<file path="config.mk">
export PLATFORM = sky130hd
export DESIGN_NAME = page_range_list_parser_core
export DESIGN_NICKNAME = d
export VERILOG_FILES = /design/src/hw/rtl/prlp_pkg.sv /design/src/hw/rtl/prlp_table.sv /design/src/hw/rtl/page_range_list_parser_core.sv
export SDC_FILE = /design/constraint.sdc
export NUM_CORES = 2
export LEC_CHECK = 0
export ABC_AREA = 1
export ABC_CLOCK_PERIOD_IN_PS = 3500
export BUFFER_PORTS_ARGS = -buffer_cell sky130_fd_sc_hd__buf_2
export CORE_MARGIN = 4
export CORE_UTILIZATION = 55
export CTS_BUF_LIST = sky130_fd_sc_hd__clkbuf_2
export DETAILED_ROUTE_END_ITERATION = 8
export PLACE_DENSITY_LB_ADDON = 0.25
export SLEW_MARGIN = 25
export SYNTH_ARGS = -nofsm -noshare
export SYNTH_HDL_FRONTEND = slang
export SYNTH_SLANG_ARGS = --single-unit
export TNS_END_PERCENT = 50
</file>
<file path="constraint.sdc">
create_clock -name clk -period 3.5 [get_ports clk]
set_input_delay 0.35 -clock clk [delete_from_list [all_inputs] [get_ports clk]]
set_output_delay 0.35 -clock clk [all_outputs]
set_load 0.03 [all_outputs]
</file>
<file path="src/hw/rtl/prlp_pkg.sv">
`default_nettype none

package prlp_pkg;

	localparam int TABLE_DEPTH = 16;
	localparam int TBL_IDX_W   = $clog2(TABLE_DEPTH);
	localparam int PAGE_BITS   = 32;

	// request codes
	typedef enum logic [1:0] {
		REQ_CHAR  = 2'd0,
		REQ_QUERY = 2'd1,
		REQ_CLEAR = 2'd2
	} req_kind_t;

	// register indexes
	localparam logic CFG_MIN_PAGE = 1'b0;
	localparam logic CFG_MAX_PAGE = 1'b1;

	localparam logic [7:0] CH_NUL   = 8'h00;
	localparam logic [7:0] CH_TAB   = 8'h09;
	localparam logic [7:0] CH_SPACE = 8'h20;
	localparam logic [7:0] CH_COMMA = 8'h2C;
	localparam logic [7:0] CH_MINUS = 8'h2D;
	localparam logic [7:0] CH_ZERO  = 8'h30;
	localparam logic [7:0] CH_NINE  = 8'h39;
	localparam logic [7:0] CH_COLON = 8'h3A;

	localparam logic signed [PAGE_BITS-1:0] PAGE_MIN = {1'b1, {(PAGE_BITS-1){1'b0}}};
	localparam logic signed [PAGE_BITS-1:0] PAGE_MAX = {1'b0, {(PAGE_BITS-1){1'b1}}};

	typedef struct packed {
		logic [1:0]                  req_type;
		logic [7:0]                  char_code;
		logic signed [PAGE_BITS-1:0] page_number;
	} req_t;

	typedef struct packed {
		logic                        in_list;
		logic                        range_stored;
		logic                        string_done;
		logic                        syntax_error;
		logic                        table_full;
		logic signed [PAGE_BITS-1:0] stored_low;
		logic signed [PAGE_BITS-1:0] stored_high;
	} res_t;

	// range table control and status
	typedef struct packed {
		logic                        clear;
		logic                        put;
		logic signed [PAGE_BITS-1:0] lo;
		logic signed [PAGE_BITS-1:0] hi;
		logic signed [PAGE_BITS-1:0] page;
	} tbl_cmd_t;

	typedef struct packed {
		logic hit;
		logic has_free;
	} tbl_stat_t;

endpackage

`default_nettype wire

</file>
<file path="src/hw/rtl/prlp_table.sv">
`default_nettype none

module prlp_table
	import prlp_pkg::*;
(
	input  wire logic      clk,
	input  wire logic      arst_n,
	input  wire tbl_cmd_t  cmd,
	output tbl_stat_t      stat
);

	logic signed [PAGE_BITS-1:0] low_q  [TABLE_DEPTH];
	logic signed [PAGE_BITS-1:0] high_q [TABLE_DEPTH];

	logic [TABLE_DEPTH-1:0] free_vec;
	logic [TABLE_DEPTH-1:0] hit_vec;
	logic [TBL_IDX_W-1:0]   free_idx;
	logic                   found;

	always_comb begin
		for (int k = 0; k < TABLE_DEPTH; k++) begin
			free_vec[k] = low_q[k] > high_q[k];
			hit_vec[k]  = (cmd.page >= low_q[k]) && (cmd.page <= high_q[k]);
		end
	end

	// lowest free slot
	always_comb begin
		found    = 1'b0;
		free_idx = '0;
		for (int k = 0; k < TABLE_DEPTH; k++) begin
			if (!found && free_vec[k]) begin
				found    = 1'b1;
				free_idx = TBL_IDX_W'(k);
			end
		end
	end

	assign stat.hit      = |hit_vec;
	assign stat.has_free = found;

	always_ff @(posedge clk or negedge arst_n) begin
		if (!arst_n) begin
			for (int k = 0; k < TABLE_DEPTH; k++) begin
				low_q[k]  <= '0;
				high_q[k] <= '1;
			end
		end else if (cmd.clear) begin
			for (int k = 0; k < TABLE_DEPTH; k++) begin
				low_q[k]  <= '0;
				high_q[k] <= '1;
			end
		end else if (cmd.put && found) begin
			low_q[free_idx]  <= cmd.lo;
			high_q[free_idx] <= cmd.hi;
		end
	end

	a_clear_empties: assert property (@(posedge clk) disable iff (!arst_n)
		cmd.clear |=> (free_vec == '1))
		else $error("table not empty after clear");

	a_hit_needs_entry: assert property (@(posedge clk) disable iff (!arst_n)
		stat.hit |-> (free_vec != '1))
		else $error("hit reported on an empty table");

	a_put_lands: assert property (@(posedge clk) disable iff (!arst_n)
		(cmd.put && found && !cmd.clear) |=>
			(low_q[$past(free_idx)] == $past(cmd.lo)) &&
			(high_q[$past(free_idx)] == $past(cmd.hi)))
		else $error("stored range missing from its slot");

endmodule

`default_nettype wire

</file>
<file path="src/hw/rtl/page_range_list_parser_core.sv">
`default_nettype none

// Page-list parser with a 16-entry range table. Each word on req carries a
// string character, a membership query or a table clear, and gives exactly
// one word on res, in order. A word is taken into an input register and is
// handled there against the parser state and the register table (all 16
// slots compared at once), the answer landing in the output register: one
// word per cycle while res is not stalled. A stalled res only holds the word
// in the input register, and req keeps accepting as soon as that register
// moves on. The user must write min_page and max_page via cfg_we/cfg_index/
// cfg_wdata only while no word is in flight; the block does not enforce it.
module page_range_list_parser_core
	import prlp_pkg::*;
(
	input  wire logic                  clk,
	input  wire logic                  arst_n,
	input  wire logic                  req_valid,
	output logic                       req_ready,
	input  wire req_t                  req,
	output logic                       res_valid,
	input  wire logic                  res_ready,
	output res_t                       res,
	input  wire logic                  cfg_we,
	input  wire logic                  cfg_index,
	input  wire logic [PAGE_BITS-1:0]  cfg_wdata
);

	localparam int ACC_W = PAGE_BITS + 4;
	localparam logic signed [ACC_W-1:0] SAT_HI = ACC_W'(PAGE_MAX);
	localparam logic signed [ACC_W-1:0] SAT_LO = ACC_W'(PAGE_MIN);

	logic                        valid_s1;
	req_t                        item_s1;
	logic                        res_valid_q;
	res_t                        res_q;
	res_t                        res_d;
	logic                        proc;

	logic signed [PAGE_BITS-1:0] min_q, max_q;

	logic                        gathering_q, seen_mark_q, negative_q, skip_q;
	logic signed [PAGE_BITS-1:0] acc_q, pending_q;
	logic                        gathering_d, seen_mark_d, negative_d, skip_d;
	logic signed [PAGE_BITS-1:0] acc_d, pending_d;

	tbl_cmd_t                    tcmd;
	tbl_stat_t                   tstat;

	logic [7:0]                  c;
	logic                        c_sep, c_digit, c_nul;
	logic signed [ACC_W-1:0]     acc_ext, acc_x10, acc_sum, digit;

	assign proc      = valid_s1 && (!res_valid_q || res_ready);
	assign req_ready = !valid_s1 || proc;
	assign res_valid = res_valid_q;
	assign res       = res_q;

	assign c       = item_s1.char_code;
	assign c_nul   = c == CH_NUL;
	assign c_sep   = (c == CH_SPACE) || (c == CH_TAB) || (c == CH_COMMA);
	assign c_digit = (c >= CH_ZERO) && (c <= CH_NINE);

	// saturating decimal accumulate, digit value sits in the low nibble
	assign acc_ext = {{(ACC_W-PAGE_BITS){acc_q[PAGE_BITS-1]}}, acc_q};
	assign acc_x10 = (acc_ext <<< 3) + (acc_ext <<< 1);
	assign digit   = {{(ACC_W-4){1'b0}}, c[3:0]};
	assign acc_sum = negative_q ? acc_x10 - digit : acc_x10 + digit;

	always_comb begin
		gathering_d = gathering_q;
		seen_mark_d = seen_mark_q;
		negative_d  = negative_q;
		skip_d      = skip_q;
		acc_d       = acc_q;
		pending_d   = pending_q;
		res_d       = '0;
		tcmd.clear  = 1'b0;
		tcmd.put    = 1'b0;
		tcmd.lo     = '0;
		tcmd.hi     = '0;
		tcmd.page   = item_s1.page_number;

		case (item_s1.req_type)
			REQ_QUERY: begin
				res_d.in_list = tstat.hit;
			end
			REQ_CLEAR: begin
				tcmd.clear  = 1'b1;
				gathering_d = 1'b0;
				seen_mark_d = 1'b0;
				negative_d  = 1'b0;
				skip_d      = 1'b0;
				acc_d       = '0;
				pending_d   = '0;
			end
			REQ_CHAR: begin
				if (skip_q) begin
					if (c_nul) begin
						gathering_d = 1'b0;
						seen_mark_d = 1'b0;
						negative_d  = 1'b0;
						skip_d      = 1'b0;
						acc_d       = '0;
						pending_d   = '0;
					end
				end else if (!gathering_q && !seen_mark_q && (c_nul || c_sep)) begin
					if (c_nul) begin
						res_d.string_done = 1'b1;
						negative_d        = 1'b0;
						acc_d             = '0;
						pending_d         = '0;
					end
				end else if (c == CH_MINUS && !gathering_q) begin
					gathering_d = 1'b1;
					negative_d  = 1'b1;
					acc_d       = '0;
				end else if (c_digit) begin
					if (!gathering_q) begin
						gathering_d = 1'b1;
						negative_d  = 1'b0;
						acc_d       = PAGE_BITS'(c[3:0]);
					end else if (acc_sum > SAT_HI) begin
						acc_d = PAGE_MAX;
					end else if (acc_sum < SAT_LO) begin
						acc_d = PAGE_MIN;
					end else begin
						acc_d = acc_sum[PAGE_BITS-1:0];
					end
				end else if (c == CH_MINUS || c == CH_COLON) begin
					if (seen_mark_q) begin
						res_d.syntax_error = 1'b1;
						skip_d             = 1'b1;
					end else begin
						pending_d   = gathering_q ? acc_q : min_q;
						seen_mark_d = 1'b1;
						gathering_d = 1'b0;
					end
				end else if (c_nul || c_sep) begin
					// entry complete: store it
					if (!gathering_q) begin
						tcmd.hi = max_q;
						tcmd.lo = seen_mark_q ? pending_q : min_q;
					end else begin
						tcmd.hi = acc_q;
						tcmd.lo = seen_mark_q ? pending_q : acc_q;
					end
					tcmd.put           = 1'b1;
					res_d.stored_low   = tcmd.lo;
					res_d.stored_high  = tcmd.hi;
					res_d.range_stored = tstat.has_free;
					res_d.table_full   = !tstat.has_free;
					gathering_d        = 1'b0;
					seen_mark_d        = 1'b0;
					if (c_nul) begin
						res_d.string_done = 1'b1;
						negative_d        = 1'b0;
						skip_d            = 1'b0;
						acc_d             = '0;
						pending_d         = '0;
					end
				end else begin
					res_d.syntax_error = 1'b1;
					skip_d             = 1'b1;
				end
			end
			default: begin
			end
		endcase

		if (!proc) begin
			tcmd.clear = 1'b0;
			tcmd.put   = 1'b0;
		end
	end

	prlp_table u_table (
		.clk    (clk),
		.arst_n (arst_n),
		.cmd    (tcmd),
		.stat   (tstat)
	);

	always_ff @(posedge clk or negedge arst_n) begin
		if (!arst_n) begin
			valid_s1    <= 1'b0;
			res_valid_q <= 1'b0;
			min_q       <= PAGE_MIN;
			max_q       <= PAGE_MAX;
			gathering_q <= 1'b0;
			seen_mark_q <= 1'b0;
			negative_q  <= 1'b0;
			skip_q      <= 1'b0;
			acc_q       <= '0;
			pending_q   <= '0;
		end else begin
			if (req_valid && req_ready) begin
				valid_s1 <= 1'b1;
			end else if (proc) begin
				valid_s1 <= 1'b0;
			end
			if (proc) begin
				res_valid_q <= 1'b1;
			end else if (res_ready) begin
				res_valid_q <= 1'b0;
			end
			if (cfg_we) begin
				case (cfg_index)
					CFG_MIN_PAGE: min_q <= cfg_wdata;
					CFG_MAX_PAGE: max_q <= cfg_wdata;
					default: begin
					end
				endcase
			end
			if (proc) begin
				gathering_q <= gathering_d;
				seen_mark_q <= seen_mark_d;
				negative_q  <= negative_d;
				skip_q      <= skip_d;
				acc_q       <= acc_d;
				pending_q   <= pending_d;
			end
		end
	end

	always_ff @(posedge clk) begin
		if (req_valid && req_ready) begin
			item_s1 <= req;
		end
		if (proc) begin
			res_q <= res_d;
		end
	end

	a_skip_from_error: assert property (@(posedge clk) disable iff (!arst_n)
		$rose(skip_q) |-> $past(proc && res_d.syntax_error))
		else $error("skip mode entered without a syntax error");

	a_stored_or_full: assert property (@(posedge clk) disable iff (!arst_n)
		res_valid_q |-> !(res_q.range_stored && res_q.table_full))
		else $error("range both stored and dropped");

	a_answer_only_query: assert property (@(posedge clk) disable iff (!arst_n)
		(proc && res_d.in_list) |-> (item_s1.req_type == REQ_QUERY))
		else $error("in_list raised on a non-query word");

	a_no_put_and_clear: assert property (@(posedge clk) disable iff (!arst_n)
		!(tcmd.put && tcmd.clear))
		else $error("table put and clear at once");

endmodule

`default_nettype wire

</file>
==> qor.yml <==
place:
  placed_cell_area_um2: 110100
  placedCellCount: 14860
  place_ws_ps: -1272
  globalplace.congestion: 1.002
  portBuffers: 150
  post-dp-hpwl_mm: 263.2
yosys:
  ys_warn_count: 0
  synthXorXnorAreaFrac: 0.006018
  syn_area_per_cell_um2: 8.402
  yosysTopAreaCell: "ha_1"
  ys_seq_area_frac: 0.3518
  synth_area_leaders: "ha_1 21%, dfrtp_1 16%, dfstp_2 15%, nand2_1 6.8%, inv_1 6.7%"
  syn_inst: 11160
  yosysMostFrequentCell: "nand2_1"
  synth_common_cells: "1710 x nand2_1, 1684 x inv_1, 1573 x ha_1"
  synth_edf_count: 111
  yosysUniqueCellTypes: 82
  synth_area_um2: 93770
  synth_nets: 12820
  yosys_register_bits: 1269
  synth_compound_area_frac: 0.1621
  synth_top_area_frac: 0.2099
  synth-simple-area-share: 0.1714
  async_flop_share: 0.9125
  synth_adder_area_share: 0.2105
  synth_mux_area_frac: 0.0001067
  synthFlopType: "dfrtp_1"
  synth_top_family_by_area: "adder cells"
global_route:
  grt_pass1_vias: 98010
  grt_usage: 0.4228
  grt_use_met2: 0.6432
  antenna_found_initial: 13
  overflow: 0
  grt_first_pass_wirelength_mm: 575.1
  top_usage_layer: "met2"
  met3_usage: 0.09784
  grt_max_degree: 137
  grtUsageMet1: 0.4955
sta:
  relSlewSlack: 0.07719
  max_freq_mhz: 228.2
  skew_ps: 188.6
  whs_ps: 125.9
  timing.final.max_slew_violations: 0
  rsz0062_at_grt: "true"
  min_period_ps: 4383
  setup_viol_count_final: 1059
  setup_ws_ps: -883.0
  fin_crit_sh: 1.252
  hold_viol_final: 0
  worst_slew_pin_slew_ps: 1384
critical_path:
  cp-end-kind: "flop"
  cp.required_ps: 5290
  crit_path_start_kind: "flop"
  reg2reg_depth: 24
  regToRegSetupSlack_ps: -880
  cpMaxStageDelayCell: "dfstp_2"
  path_class: "reg -> reg"
  cp.depth: 24
  max_stage_delay_ps: 530
  cp_max_fo: 8
  crit_family: "simple AND/OR/NAND/NOR gates"
  critPathBufInv: 7
  worstPathCellList: "inv_1, ha_1, nand2_1, nor2_1, nand4_1, nor4_2, buf_4, nand2_2, a21oi_4, buf_4, nor2_4, nor2_4, nand4_4, nor3_4, nand4_4, buf_6, nand3_4, nand2_8, buf_6, nand2_8, buf_12, buf_16, nor2_1, a21oi_2"
  crit_arrival_ps: 6170
layout:
  drive_above_1_share: 0.3043
  layout.cells.non_filler: 16040
  final_area_um2: 123300
  finalNetCount: 15170
  syn_to_final_growth_pct: 31.50
routing:
  drc: 0
  wl_per_cell_um: 24.78
  drt_first_iter_violations: 10100
  num_vias: 97640
  post_drt_via_cell_ratio: 6.088
  drt_pass1_iterations: 7
  drtAntennaViolNets: 0
  wl_mm: 397.4
floorplan:
  coreArea_um2: 169500
  fp.dieH_um: 420.9
  rows: 151
  ios: 151
  die_area_um2: 177200
  start_util: 0.5533
  die_x_um: 420.9
job:
  cap_violations: 0
cts:
  clk_pin_slew_ps: 120
  cts_sinks: 1269
  cts_tree: "built"
  root_buffer: "clkbuf_2"
  cts_buffers: 368
  cts.path.max_buffers: 4
  htree_levels: 5
  clk_latency_ps: 2010
pwr:
  p_per_area_nw_per_um2: 409.6
  peakVddDrop_mv: 0.4834
  p_leak_nw: 63.58
  total_power_mw: 50.51
min_path:
  hp-class: "in -> reg"
  whs_path_depth: 7
status:
  violations: "negative setup slack"
  status: "finished with violations"
cells in the final DEF, fill, tap and decap left out, types with 62 or more instances in the layout:
master / netlist / final
nor3_1: 308 / 294
o21ai_0: 461 / 440
nand3_2: 36 / 77
nor2_1: 924 / 790
dlygate4sd3_1: 24 / 252
a21oi_2: 0 / 97
nand2_2: 21 / 88
clkinv_1: 2 / 88
nand4_1: 174 / 174
dfrtp_1: 614 / 605
nand3_1: 336 / 283
inv_1: 1684 / 1665
buf_4: 41 / 1612
o22ai_2: 200 / 246
a21oi_1: 1189 / 1087
buf_2: 71 / 149
o22ai_1: 286 / 224
nand2_1: 1710 / 1608
clkbuf_2: 0 / 553
edfxtp_1: 111 / 111
buf_12: 8 / 230
nor2_4: 2 / 88
o21ai_2: 12 / 62
dfstp_2: 544 / 544
ha_1: 1573 / 1552
report_power, final:
part,switching [mW],internal (mW)
registers,0.749,17.8
clock network,7.32,4.34
logic,11.9,8.44
total,19.9,30.6
worst paths after layout:
kind / endpoint / startpoint
max: u_table.high_q[401] / u_table.high_q[287]
min: max_q[0] / cfg_we
max reg2reg: u_table.high_q[401] / u_table.high_q[287]
min reg2reg: u_table.high_q[486] / u_table.high_q[486]
max in group asynchronous: u_table.low_q[404] / arst_n
min in group asynchronous: u_table.low_q[284] / arst_n
worst min-delay path, stage by stage:
cell and delay, ps:
dlygate4sd3_1 520, buf_2 90, dlygate4sd3_1 640, nand2_2 110, buf_12 210, nand2_1 80, o21ai_0 70
state kept, by name (all words and copies together), names as in the netlist, 8 cells and up:
register        flops
c                   8
res                69
item_s1            34
max_q              32
u_table.low_q     512
min_q              32
acc_q              32
pending_q          32
u_table.high_q    512
cell type report:
type,count,area [um2]
Clock inverter,104,460.4
Fill cell,12240,46160
Clock buffer,553,2768
Tap cell,2218,2775
Inverter,1692,6389
Multi-Input combinational cell,7800,55190
Timing Repair inverter,2,32.53
Sequential cell,1269,33000
Timing Repair Buffer,2381,22660
Antenna cell,18,45.04
stage by stage:
| step | setup TNS, ps | util |
|---|---|---|
| 3_5_place_dp | -853360 | 0.6495 |
| 5_1_grt | -976750 | 0.7274 |
| 4_1_cts | -621820 | 0.7081 |
| 6_report | -758260 | 0.7276 |
| 3_3_place_gp | -788670 | 0.6494 |
| 2_1_floorplan | 0 | - |
timing repair:
| item | CTS | global route |
|---|---|---|
| gates resized for setup | 398 | 543 |
| buffers inserted | 96 | 81 |
| cloned | 57 | 27 |
| pin swaps | 52 | 115 |
| endpoints found under the setup margin | 1059 | 1059 |
| hold buffers | 254 | 0 |
| hold endpoints to repair | 2457 | 0 |
per-layer routing:
metal / up-vias / routed length (um) / share of wire
li1: 43000 / - / -
met1: 46360 / 142200 / 0.36
met2: 6165 / 169600 / 0.43
met3: 2107 / 41740 / 0.11
met4: 4 / 43910 / 0.11
met5: - / 27 / 0.000068
cell families (layout without fill, tap and decap cells):
group,after synthesis,count (layout)
buffers and inverters,2099,4732
muxes,1,1
xor gates and xnor gates,61,61
and+or+nand+nor,3652,3659
adders and majority gates,1576,1576
other,0,18
DFF,1269,1269
AOI/OAI and AO/OA,2503,2503
Note: power is estimated with default switching activity, not from simulation.
